File: src/sv/spq_pkg.sv
// shared types and codes of the sorted priority queue
`timescale 1ns / 1ps

package spq_pkg;

    // field widths
    localparam int unsigned CmdW   = 2;
    localparam int unsigned ValueW = 32;
    localparam int unsigned PrioW  = 16;
    localparam int unsigned StatW  = 2;
    localparam int unsigned HeldW  = 5;

    // command codes
    localparam logic [CmdW-1:0] CMD_ENQUEUE = 2'd0;
    localparam logic [CmdW-1:0] CMD_DEQUEUE = 2'd1;
    localparam logic [CmdW-1:0] CMD_PEEK    = 2'd2;

    // status codes
    localparam logic [StatW-1:0] ST_OK    = 2'd0;
    localparam logic [StatW-1:0] ST_EMPTY = 2'd1;
    localparam logic [StatW-1:0] ST_FULL  = 2'd2;

    // commands from the controller to the datapath
    typedef struct packed {
        logic             insert;     // insert the new entry at its place
        logic             remove;     // drop the head entry
        logic             load;       // capture a result into the output register
        logic             take_head;  // result carries the head entry's data
        logic [StatW-1:0] status;     // status code of this result
    } t_dp_ctrl;

    // status from the datapath to the controller
    typedef struct packed {
        logic empty;
        logic full;
    } t_dp_stat;

endpackage

File: src/sv/spq_if.sv
// handshake interfaces for the command and response channels
`timescale 1ns / 1ps

interface spq_cmd_if;
    logic                               valid;
    logic                               ready;
    logic [spq_pkg::CmdW-1:0]           command;
    logic signed [spq_pkg::ValueW-1:0]  item_value;
    logic [spq_pkg::PrioW-1:0]          item_priority;

    modport source (output valid, output command, output item_value,
                    output item_priority, input ready);
    modport sink   (input valid, input command, input item_value,
                    input item_priority, output ready);
endinterface

interface spq_rsp_if;
    logic                               valid;
    logic                               ready;
    logic signed [spq_pkg::ValueW-1:0]  head_value;
    logic [spq_pkg::StatW-1:0]          status;
    logic [spq_pkg::HeldW-1:0]          entries_held;

    modport source (output valid, output head_value, output status,
                    output entries_held, input ready);
    modport sink   (input valid, input head_value, input status,
                    input entries_held, output ready);
endinterface

File: src/sv/spq_ctrl.sv
// controller: handshake state machine and command decode
`timescale 1ns / 1ps

module spq_ctrl (
    input  logic                      i_clk,
    input  logic                      i_rst_n,
    input  logic                      i_in_valid,
    input  logic [spq_pkg::CmdW-1:0]  i_command,
    output logic                      o_in_ready,
    output logic                      o_out_valid,
    input  logic                      i_out_ready,
    input  spq_pkg::t_dp_stat         i_stat,
    output spq_pkg::t_dp_ctrl         o_ctrl
);

    typedef enum logic [1:0] {
        S_IDLE = 2'b01,   // output register free
        S_HOLD = 2'b10    // result waiting in the output register
    } t_state;

    t_state r_state;
    t_state n_state;
    logic   accept;

    // a new command enters when the output register is free or being emptied
    assign o_in_ready  = (r_state == S_IDLE) || i_out_ready;
    assign o_out_valid = (r_state == S_HOLD);
    assign accept      = i_in_valid && o_in_ready;

    // state transition
    always_comb begin
        n_state = r_state;
        case (r_state)
            S_IDLE: begin
                if (accept) n_state = S_HOLD;
            end
            S_HOLD: begin
                if (!accept && i_out_ready) n_state = S_IDLE;
            end
            default: n_state = S_IDLE;
        endcase
    end

    always_ff @(posedge i_clk) begin
        if (!i_rst_n) begin
            r_state <= S_IDLE;
        end else begin
            r_state <= n_state;
        end
    end

    // command decode into datapath controls
    always_comb begin
        o_ctrl           = '0;
        o_ctrl.load      = accept;
        o_ctrl.status    = spq_pkg::ST_OK;
        if (accept) begin
            case (i_command)
                spq_pkg::CMD_ENQUEUE: begin
                    if (i_stat.full) begin
                        o_ctrl.status = spq_pkg::ST_FULL;
                    end else begin
                        o_ctrl.insert = 1'b1;
                    end
                end
                spq_pkg::CMD_DEQUEUE: begin
                    if (i_stat.empty) begin
                        o_ctrl.status = spq_pkg::ST_EMPTY;
                    end else begin
                        o_ctrl.remove    = 1'b1;
                        o_ctrl.take_head = 1'b1;
                    end
                end
                spq_pkg::CMD_PEEK: begin
                    if (i_stat.empty) begin
                        o_ctrl.status = spq_pkg::ST_EMPTY;
                    end else begin
                        o_ctrl.take_head = 1'b1;
                    end
                end
                default: o_ctrl.status = spq_pkg::ST_OK;
            endcase
        end
    end

    // never insert and remove together
    a_one_update: assert property (@(posedge i_clk) disable iff (!i_rst_n)
        !(o_ctrl.insert && o_ctrl.remove))
        else $error("insert and remove in the same cycle");

    // no insert into a full store
    a_no_overfill: assert property (@(posedge i_clk) disable iff (!i_rst_n)
        o_ctrl.insert |-> !i_stat.full)
        else $error("insert while full");

    // no head taken from an empty store
    a_no_underrun: assert property (@(posedge i_clk) disable iff (!i_rst_n)
        o_ctrl.take_head |-> !i_stat.empty)
        else $error("head taken while empty");

endmodule

File: src/sv/spq_dp.sv
// datapath: sorted register cells, entry count and result register
`timescale 1ns / 1ps

module spq_dp #(
    parameter int unsigned DEPTH = 16
) (
    input  logic                               i_clk,
    input  logic                               i_rst_n,
    input  spq_pkg::t_dp_ctrl                  i_ctrl,
    input  logic signed [spq_pkg::ValueW-1:0]  i_item_value,
    input  logic [spq_pkg::PrioW-1:0]          i_item_priority,
    output spq_pkg::t_dp_stat                  o_stat,
    output logic signed [spq_pkg::ValueW-1:0]  o_head_value,
    output logic [spq_pkg::StatW-1:0]          o_status,
    output logic [spq_pkg::HeldW-1:0]          o_entries_held
);

    localparam int unsigned CntW = $clog2(DEPTH + 1);

    logic signed [spq_pkg::ValueW-1:0] r_val [DEPTH];
    logic [spq_pkg::PrioW-1:0]         r_pri [DEPTH];
    logic signed [spq_pkg::ValueW-1:0] n_val [DEPTH];
    logic [spq_pkg::PrioW-1:0]         n_pri [DEPTH];
    logic [CntW-1:0]                   r_count;
    logic [CntW-1:0]                   n_count;
    logic [DEPTH-1:0]                  stay;      // cell holds an entry that stays ahead
    logic [CntW+spq_pkg::HeldW-1:0]    held_ext;

    logic signed [spq_pkg::ValueW-1:0] r_head_value;
    logic [spq_pkg::StatW-1:0]         r_status;
    logic [spq_pkg::HeldW-1:0]         r_entries_held;

    // store status
    assign o_stat.empty = (r_count == '0);
    assign o_stat.full  = (r_count == CntW'(DEPTH));

    // one cell per entry, each choosing among keep, new entry and its neighbors
    for (genvar g = 0; g < DEPTH; g++) begin : g_cell
        logic prev_stay;

        // occupied and at least as urgent as the new entry
        assign stay[g] = (r_count > CntW'(g)) && (r_pri[g] >= i_item_priority);

        if (g == 0) begin : g_first
            assign prev_stay = 1'b1;
        end else begin : g_rest
            assign prev_stay = stay[g-1];
        end

        always_comb begin
            n_val[g] = r_val[g];
            n_pri[g] = r_pri[g];
            if (i_ctrl.insert && !stay[g]) begin
                if (prev_stay) begin
                    n_val[g] = i_item_value;
                    n_pri[g] = i_item_priority;
                end else begin
                    n_val[g] = r_val[(g > 0) ? g - 1 : 0];
                    n_pri[g] = r_pri[(g > 0) ? g - 1 : 0];
                end
            end else if (i_ctrl.remove && (g < DEPTH - 1)) begin
                n_val[g] = r_val[(g < DEPTH - 1) ? g + 1 : g];
                n_pri[g] = r_pri[(g < DEPTH - 1) ? g + 1 : g];
            end
        end

        always_ff @(posedge i_clk) begin
            r_val[g] <= n_val[g];
            r_pri[g] <= n_pri[g];
        end
    end

    // entry count
    always_comb begin
        n_count = r_count;
        if (i_ctrl.insert) begin
            n_count = r_count + CntW'(1);
        end else if (i_ctrl.remove) begin
            n_count = r_count - CntW'(1);
        end
    end

    always_ff @(posedge i_clk) begin
        if (!i_rst_n) begin
            r_count <= '0;
        end else begin
            r_count <= n_count;
        end
    end

    // count after the command, low bits only
    assign held_ext = {{spq_pkg::HeldW{1'b0}}, n_count};

    // result register
    always_ff @(posedge i_clk) begin
        if (i_ctrl.load) begin
            r_head_value   <= i_ctrl.take_head ? r_val[0] : '0;
            r_status       <= i_ctrl.status;
            r_entries_held <= held_ext[spq_pkg::HeldW-1:0];
        end
    end

    assign o_head_value   = r_head_value;
    assign o_status       = r_status;
    assign o_entries_held = r_entries_held;

    // count stays within the store
    a_count_range: assert property (@(posedge i_clk) disable iff (!i_rst_n)
        r_count <= CntW'(DEPTH))
        else $error("entry count beyond depth");

    // an insert adds exactly one entry
    a_count_inc: assert property (@(posedge i_clk) disable iff (!i_rst_n)
        i_ctrl.insert |=> (!$past(i_rst_n) || r_count == $past(r_count) + CntW'(1)))
        else $error("insert did not add one entry");

    // a removal drops exactly one entry
    a_count_dec: assert property (@(posedge i_clk) disable iff (!i_rst_n)
        i_ctrl.remove |=> (!$past(i_rst_n) || r_count == $past(r_count) - CntW'(1)))
        else $error("remove did not drop one entry");

endmodule

File: src/sv/sorted_priority_queue.sv
// sorted priority queue top level: controller and cell datapath
//
//  channel  dir  handshake      payload
//  i_cmd    in   valid / ready  command, item_value, item_priority
//  o_rsp    out  valid / ready  head_value, status, entries_held
//
// one command per cycle while o_rsp is not stalled; each transfer updates the cells in the same cycle
// and its result appears in the output register on the next cycle.
// the rate is set by the parallel compare and shift across all DEPTH cells.
// a new command is taken while a result waits, if that result leaves that cycle.
// a stalled response holds the command channel until o_rsp.ready rises.
// synchronous active-low reset empties the queue; no clearing pass is needed.
`timescale 1ns / 1ps

module sorted_priority_queue #(
    parameter int unsigned DEPTH = 16
) (
    input  logic         i_clk,
    input  logic         i_rst_n,
    spq_cmd_if.sink      i_cmd,
    spq_rsp_if.source    o_rsp
);

    spq_pkg::t_dp_ctrl ctrl;
    spq_pkg::t_dp_stat stat;

    // handshake and command decode
    spq_ctrl u_ctrl (
        .i_clk       (i_clk),
        .i_rst_n     (i_rst_n),
        .i_in_valid  (i_cmd.valid),
        .i_command   (i_cmd.command),
        .o_in_ready  (i_cmd.ready),
        .o_out_valid (o_rsp.valid),
        .i_out_ready (o_rsp.ready),
        .i_stat      (stat),
        .o_ctrl      (ctrl)
    );

    // sorted cells and result register
    spq_dp #(
        .DEPTH (DEPTH)
    ) u_dp (
        .i_clk           (i_clk),
        .i_rst_n         (i_rst_n),
        .i_ctrl          (ctrl),
        .i_item_value    (i_cmd.item_value),
        .i_item_priority (i_cmd.item_priority),
        .o_stat          (stat),
        .o_head_value    (o_rsp.head_value),
        .o_status        (o_rsp.status),
        .o_entries_held  (o_rsp.entries_held)
    );

endmodule

File: src/flat_wrapper.sv
// flat-port wrapper written by rule: the top's interface ports become plain ports
module sorted_priority_queue_flat 
#(
    parameter int unsigned DEPTH = 16
)
  (i_clk, i_rst_n, i_cmd_valid, i_cmd_command, i_cmd_item_value, i_cmd_item_priority, i_cmd_ready, o_rsp_valid, o_rsp_head_value, o_rsp_status, o_rsp_entries_held, o_rsp_ready);
  spq_cmd_if i_cmd_i ();
  spq_rsp_if o_rsp_i ();
  input  logic i_clk;
  input  logic i_rst_n;
  input wire logic [$bits(i_cmd_i.valid)-1:0] i_cmd_valid;
  input wire logic [$bits(i_cmd_i.command)-1:0] i_cmd_command;
  input wire logic [$bits(i_cmd_i.item_value)-1:0] i_cmd_item_value;
  input wire logic [$bits(i_cmd_i.item_priority)-1:0] i_cmd_item_priority;
  output wire logic [$bits(i_cmd_i.ready)-1:0] i_cmd_ready;
  output wire logic [$bits(o_rsp_i.valid)-1:0] o_rsp_valid;
  output wire logic [$bits(o_rsp_i.head_value)-1:0] o_rsp_head_value;
  output wire logic [$bits(o_rsp_i.status)-1:0] o_rsp_status;
  output wire logic [$bits(o_rsp_i.entries_held)-1:0] o_rsp_entries_held;
  input wire logic [$bits(o_rsp_i.ready)-1:0] o_rsp_ready;
  assign i_cmd_i.valid = i_cmd_valid;
  assign i_cmd_i.command = i_cmd_command;
  assign i_cmd_i.item_value = i_cmd_item_value;
  assign i_cmd_i.item_priority = i_cmd_item_priority;
  assign i_cmd_ready = i_cmd_i.ready;
  assign o_rsp_valid = o_rsp_i.valid;
  assign o_rsp_head_value = o_rsp_i.head_value;
  assign o_rsp_status = o_rsp_i.status;
  assign o_rsp_entries_held = o_rsp_i.entries_held;
  assign o_rsp_i.ready = o_rsp_ready;
  sorted_priority_queue #(.DEPTH(DEPTH)) u_core (.i_clk(i_clk), .i_rst_n(i_rst_n), .i_cmd(i_cmd_i), .o_rsp(o_rsp_i));
endmodule
File: config.mk
export PLATFORM = sky130hd
export DESIGN_NAME = sorted_priority_queue_flat
export DESIGN_NICKNAME = d
export VERILOG_FILES = /design/src/sv/spq_pkg.sv /design/src/sv/spq_if.sv /design/src/sv/spq_ctrl.sv /design/src/sv/spq_dp.sv /design/src/sv/sorted_priority_queue.sv /design/src/flat_wrapper.sv
export SDC_FILE = /design/constraint.sdc
export NUM_CORES = 2
export LEC_CHECK = 0
export BUFFER_PORTS_ARGS = -buffer_cell sky130_fd_sc_hd__buf_2
export CAP_MARGIN = 25
export CORE_MARGIN = 10
export CORE_UTILIZATION = 50
export DETAILED_ROUTE_END_ITERATION = 10
export PLACE_DENSITY = 0.66
export REMOVE_ABC_BUFFERS = 1
export SLEW_MARGIN = 20
export SYNTH_ARGS = -nofsm -noshare
export SYNTH_HDL_FRONTEND = slang
export SYNTH_SLANG_ARGS = --single-unit
File: constraint.sdc
create_clock -name i_clk -period 12.95 [get_ports i_clk]
set_input_delay 2.59 -clock i_clk [delete_from_list [all_inputs] [get_ports i_clk]]
set_output_delay 2.59 -clock i_clk [all_outputs]
set_load 0.005 [all_outputs]
# Word level (Yosys, flattened, before mapping)
# Memories as Yosys holds them, arrays and structs flattened.
# Index checks and enable logic that the tools add are counted.
dict set report word_totals {
  register_bits 46
  mem_bits_rw 768
  inputBits 54
  out_inout_bits 41
  elab_cells 211
  n_memories 2
}
dict set report op_classes {
  n_addsub 2
  magnitude_cmp 32
  n_eq_ne 7
  muxes 107
  reduce_logical 56
}
# memory depth width read_ports rd_clocked_by_memory_dff wr line
set memory_table {}
lappend memory_table {u_core.u_dp.r_val 16 32 16 0 16 spq_dp.sv:20} ;# logic signed [spq_pkg::ValueW-1:0] r_val [DEPTH];
lappend memory_table {u_core.u_dp.r_pri 16 16 16 0 16 spq_dp.sv:21} ;# logic [spq_pkg::PrioW-1:0] r_pri [DEPTH];
# operator count
set op_table {}
lappend op_table {{2-to-1 mux 32 bit} 46}
lappend op_table {{2-to-1 mux 16 bit} 46}
lappend op_table {{>= comparator 16 bit} 16}
lappend op_table {{> comparator 5 x 4 -> 1 bit (second input constant)} 8}
lappend op_table {{logical AND 1 bit} 34}
lappend op_table {{> comparator 5 x 3 -> 1 bit (second input constant)} 4}
lappend op_table {{logical NOT 1 bit} 17}
lappend op_table {{> comparator 5 x 1 -> 1 bit (second input constant)} 2}
lappend op_table {{> comparator 5 x 2 -> 1 bit (second input constant)} 2}
lappend op_table {{2-to-1 mux 5 bit} 2}
lappend op_table {{2-to-1 mux 2 bit} 4}
lappend op_table {{one-hot mux 2 bit (2 select lines)} 2}
lappend op_table {{2-to-1 mux 1 bit} 6}
lappend op_table {{adder 5 x 1 -> 5 bit (second input constant)} 1}
lappend op_table {{equality test 5 bit (second input constant)} 1}
lappend op_table {{logical NOT 5 bit} 1}
lappend op_table {{subtractor 5 x 1 -> 5 bit (second input constant)} 1}
lappend op_table {{equality test 2 x 1 -> 1 bit (second input constant)} 2}
lappend op_table {{equality test 2 bit (second input constant)} 2}
lappend op_table {{2-to-1 mux 3 bit} 1}
lappend op_table {{logical NOT 2 bit} 1}
lappend op_table {{inequality test 2 x 1 -> 1 bit (second input constant)} 1}
lappend op_table {{inequality test 2 bit (second input constant)} 1}
lappend op_table {{AND reduction 2 bit} 1}
lappend op_table {{other kinds (2)} 2}

# Logic depth before layout (Yosys ltp)
dict set report depth {
  ltp_word 7
  ltp_mapped 12
  ltp_nobuf 8
}

# By module
# A second synthesis with hierarchy kept.
dict set report hier_totals {
  cells_unflattened 4489
  area_unflattened_um2 49668.9
}
# mod n_inst cells_each area_each_um2 seq_area_each_um2
set by_module_without_submodules {}
lappend by_module_without_submodules {spq_dp 1 4465 49472.4 24333.3}
lappend by_module_without_submodules {spq_ctrl 1 24 196.4 40.0}

# Worst setup path before layout
# No wires, ideal clock.
dict set report synth_timing {
  path_type {input to register}
  startpoint {in o_rsp_ready}
  endpoint {mem u_core.u_dp.r_pri[1][112] (netlist bit), enable pin}
  arrival_ns 9.586
  t_required_ns 12.364
  slack_ns 2.778
  stages 6
  cell_sequence {o21a_1 nand3_2 buf_2 buf_2 clkbuf_1 o41ai_1}
}
# item line
set synth_rtl {}
lappend synth_rtl {{from (decl)} flat_wrapper.sv:20} ;# input wire logic [$bits(o_rsp_i.ready)-1:0] o_rsp_ready;
lappend synth_rtl {{to (decl)} spq_dp.sv:21}

==> metrics.yaml <==
netSwitchingFraction_pct: 30.04
critPathTopFamily: "buffers and inverters"
synth_seq_cells: 814
worstPathCellList: "buf_2 > inv_1 > buf_4 > ha_1 > nand2_1 > o21ai_0 > a2bb2oi_1 > a21oi_4 > buf_4 > buf_4 > mux2i_1 > o21ai_0"
p_switching_mw: 2.167
postCtsSetupRepairBufs: 0
postSynthCellCount: 5039
critical_path_arrival_ns: 7.26
async_sr_flop_fraction_pct: 0
yosysUniqueCellTypes: 73
die_h_um: 342.1
final_cells: 6233
setup.worst_path.class: "in -> reg"
run_status: "completed"
grt_start_max_net_pins: 97
routed_wirelength_mm: 166.1
cp_common_cell: "sky130_fd_sc_hd__buf_4"
portion_of_the_post_synthesis_area_used_by_sequential_elements_pct: 46.99
layout-area-overhead-vs-synth_pct: 8.467
post_synthesis_average_cell_area_um2: 10.29
layout.cells.most_common: "sky130_fd_sc_hd__edfxtp_1"
dominant_combinational_cell_family_by_area_after_synthesis: "compound AO/OA/AOI/OAI gates"
synth_simple_gate_area_share_pct: 11.26
final_layout_size_suffix_gt1_share_pct: 13.44
fin_worst_hold_slack_ns: 0.5372
synth_edf_count: 807
finalMaxSlewViolations: 0
dp_slack_ns: 5.530
finish.utilization_pct: 54.51
numPlacedInstances: 6055
synth_top_area_share_pct: 46.72
clock_insertion_delay_worst_skew_ns: 0.69
fp.dieW_um: 342.1
worstPathBufferInverterCount: 5
number_of_global_route_vias_before_repair: 42780
route.detailed.vias_per_inst: 6.936
clock_sink_count: 814
cts-hold-fix-buffers: 0
global_route.usage.total_pct: 27.18
worst_path_max_delay_cell: "sky130_fd_sc_hd__buf_4"
clock_tree.root_cell: "sky130_fd_sc_hd__clkbuf_16"
port_buffers: 94
synth_area_leader_cell: "sky130_fd_sc_hd__edfxtp_1"
fillCellCount: 8991
post-route-worst-setup-slack_ns: 6.079
timing.final.crit_share_pct: 53.06
commonest_cells_after_routing_fill_and_taps_aside: "807 x sky130_fd_sc_hd__edfxtp_1, 618 x sky130_fd_sc_hd__o21ai_0, 310 x sky130_fd_sc_hd__nand2_1"
power.share.sequential_pct: 45.2
post_dp_cell_area_um2: 53260
tritoncts: "done"
finalNetCount: 5091
synth_xor_xnor_area_share_pct: 0.05066
grt_antenna_before_repair: 3
num_rows: 118
initial_core_util_pct: 50.26
route.detailed.wl_per_inst_um: 26.65
regArea_um2: 24370
worst_path_largest_cell_delay_ns: 0.76
timing.critical_path.required_ns: 13.34
start_kind: "primary input"
clock_power_share_pct: 36.0
hold_path_class: "reg -> reg"
placeableCoreArea_um2: 103200
die-area_um2: 117000
detail_route.iter0.violations: 5178
overflow: 0
global_route_wire_length_before_repair_mm: 255.4
route.antenna.remaining_nets: 0
first_pass_iters: 5
clk_transition_reported_paths_ns: 0.06
p_leak_nw: 19.06
total_power_mw: 7.215
yosys-top-cells-area: "sky130_fd_sc_hd__edfxtp_1 47%, sky130_fd_sc_hd__ha_1 6.4%, sky130_fd_sc_hd__o21ai_0 6.0%"
timing.fmax_ghz: 0.1455
finalHoldViolations: 0
dp_hpwl_mm: 106.8
cts_buffers: 92
area_occupied_by_multi_input_gates_um2: 25410
worst_pin_slew_ns: 1.009
dr_total_vias: 43230
combinationalPowerShare_pct: 18.8
power.density_cell_area_nw_per_um2: 128.2
maximum_number_of_buffers_from_clock_root_to_sink: 3
ctsHtreeMaxLevel: 3
timing.max_slew.rel_slack_pct: 31.00
period_needed_ns: 6.871
place_congestion: 0.8964
synthMuxAreaShare_pct: 8.930
cts_resized: 0
area_of_all_placed_cells_without_fillers_um2: 56260
totalNegativeSetupSlack_ns: 0
synth_top_flop_cell: "sky130_fd_sc_hd__edfxtp_1"
synth_compound_gate_area_share_pct: 21.36
finalSetupViolCount: 0
post_synthesis_share_of_cell_area_spent_on_full_adders_half_adders_and_majority_gates_pct: 6.368
rsz0062_at_grt: "false"
end_kind: "flop"
drc_violation_count_after_routing: 0
synth_warnings: 0
syn_area_um2: 51870
power.internal_mw: 5.048
ioPinCount: 95
crit_fanout: 69
total_of_max_cap_violations: 0
final.setup_skew_ns: 0.03879
worst_ir_drop_vdd_mv: 0.09549
[final timing paths]
kind / startpoint / endpoint / slack (ns) / cells past startpoint
setup reg to reg: u_core.u_dp.r_count[4]$_SDFF_PN0_ / u_core.u_dp.r_pri[0][7]$_DFFE_PP_ / 7.83 / 9
hold / removal: u_core.u_dp.r_val[0][11]$_DFFE_PP_ / u_core.u_dp.o_head_value[11]$_SDFFCE_PN0P_ / 0.54 / 1
setup / recovery: i_cmd_item_priority[7] / u_core.u_dp.r_val[0][68]$_DFFE_PP_ / 6.08 / 12
hold reg to reg: u_core.u_dp.r_val[0][11]$_DFFE_PP_ / u_core.u_dp.o_head_value[11]$_SDFFCE_PN0P_ / 0.54 / 1
[power by group through the flow]
stage                     Combinational, mW  Clock [mW]  Sequential (mW)
after detailed placement               1.32           0             3.31
after global placement                 1.28           0             3.31
final                                  1.35        2.60             3.26
after global routing                   1.47        2.71             3.27
after floorplan                       0.880           0             3.26
after CTS                              1.32        2.62             3.26
[sequential cells by signal, summed over array words and instances, names as in the netlist]
signal and count:
u_core.u_dp.r_val 512, u_core.u_dp.r_pri 256, u_core.u_dp.o_head_value 32, u_core.u_dp.o_entries_held 5, u_core.u_dp.r_count 5, u_core.u_ctrl.r_state 2, u_core.u_dp.o_status 2
[final cells by class]
type,instances,area share (%)
multi-input cells,3557,45.16
repair buffers,217,2.660
diodes,2,0.008896
well taps,1380,3.069
inverters,91,0.6071
clock buffers,118,4.341
clock inverters,54,0.8273
flip-flops and latches,814,43.32
[cells by family after synthesis]
group | after synthesis
AO/OA/AOI/OAI | 1664
XOR/XNOR | 3
adder cells (fa/ha/maj) | 264
buffers and inverters | 668
flip-flops | 814
multiplexers | 433
AND/OR/NAND/NOR | 1193
[per-layer routing]
layer  share of wire (%)  global-route usage [%]
met3                 7.0                   3.411
met5              0.0048                       0
met1                  41                   36.28
met2                  48                   44.57
met4                 4.0                   10.87
[worst reg2reg max path, delay by kind of cell (launching register included)]
kind	cells	cell delay [ns]
AO/OA/AOI/OAI	1	0.07
buffers and inverters	5	2.81
flip-flops	1	0.80
AND/OR/NAND/NOR	3	0.99
[synthesized netlist by cell type (9+ instances only)]
| library cell | n |
|---|---|
| sky130_fd_sc_hd__a211o_1 | 56 |
| sky130_fd_sc_hd__a211oi_1 | 24 |
| sky130_fd_sc_hd__a21boi_0 | 49 |
| sky130_fd_sc_hd__a21o_1 | 15 |
| sky130_fd_sc_hd__a21oi_1 | 81 |
| sky130_fd_sc_hd__a221o_1 | 47 |
| sky130_fd_sc_hd__a22o_1 | 49 |
| sky130_fd_sc_hd__a2bb2oi_1 | 51 |
| sky130_fd_sc_hd__a311oi_1 | 97 |
| sky130_fd_sc_hd__a31oi_1 | 293 |
| sky130_fd_sc_hd__and2_1 | 44 |
| sky130_fd_sc_hd__and3_1 | 50 |
| sky130_fd_sc_hd__buf_1 | 34 |
| sky130_fd_sc_hd__buf_2 | 55 |
| sky130_fd_sc_hd__clkbuf_1 | 456 |
| sky130_fd_sc_hd__clkbuf_2 | 32 |
| sky130_fd_sc_hd__edfxtp_1 | 807 |
| sky130_fd_sc_hd__ha_1 | 264 |
| sky130_fd_sc_hd__inv_1 | 91 |
| sky130_fd_sc_hd__mux2_2 | 233 |
| sky130_fd_sc_hd__mux2i_1 | 195 |
| sky130_fd_sc_hd__nand2_1 | 316 |
| sky130_fd_sc_hd__nand2b_1 | 24 |
| sky130_fd_sc_hd__nand3_1 | 299 |
| sky130_fd_sc_hd__nand3b_1 | 49 |
| sky130_fd_sc_hd__nand4_1 | 24 |
| sky130_fd_sc_hd__nor2_1 | 88 |
| sky130_fd_sc_hd__nor2b_1 | 9 |
| sky130_fd_sc_hd__nor3_1 | 261 |
| sky130_fd_sc_hd__o211ai_1 | 44 |
| sky130_fd_sc_hd__o21a_1 | 23 |
| sky130_fd_sc_hd__o21ai_0 | 623 |
| sky130_fd_sc_hd__o21bai_1 | 50 |
| sky130_fd_sc_hd__o31ai_1 | 50 |
| sky130_fd_sc_hd__o41a_1 | 47 |
| sky130_fd_sc_hd__or3_1 | 11 |
Power figures use the tool's default switching activity.
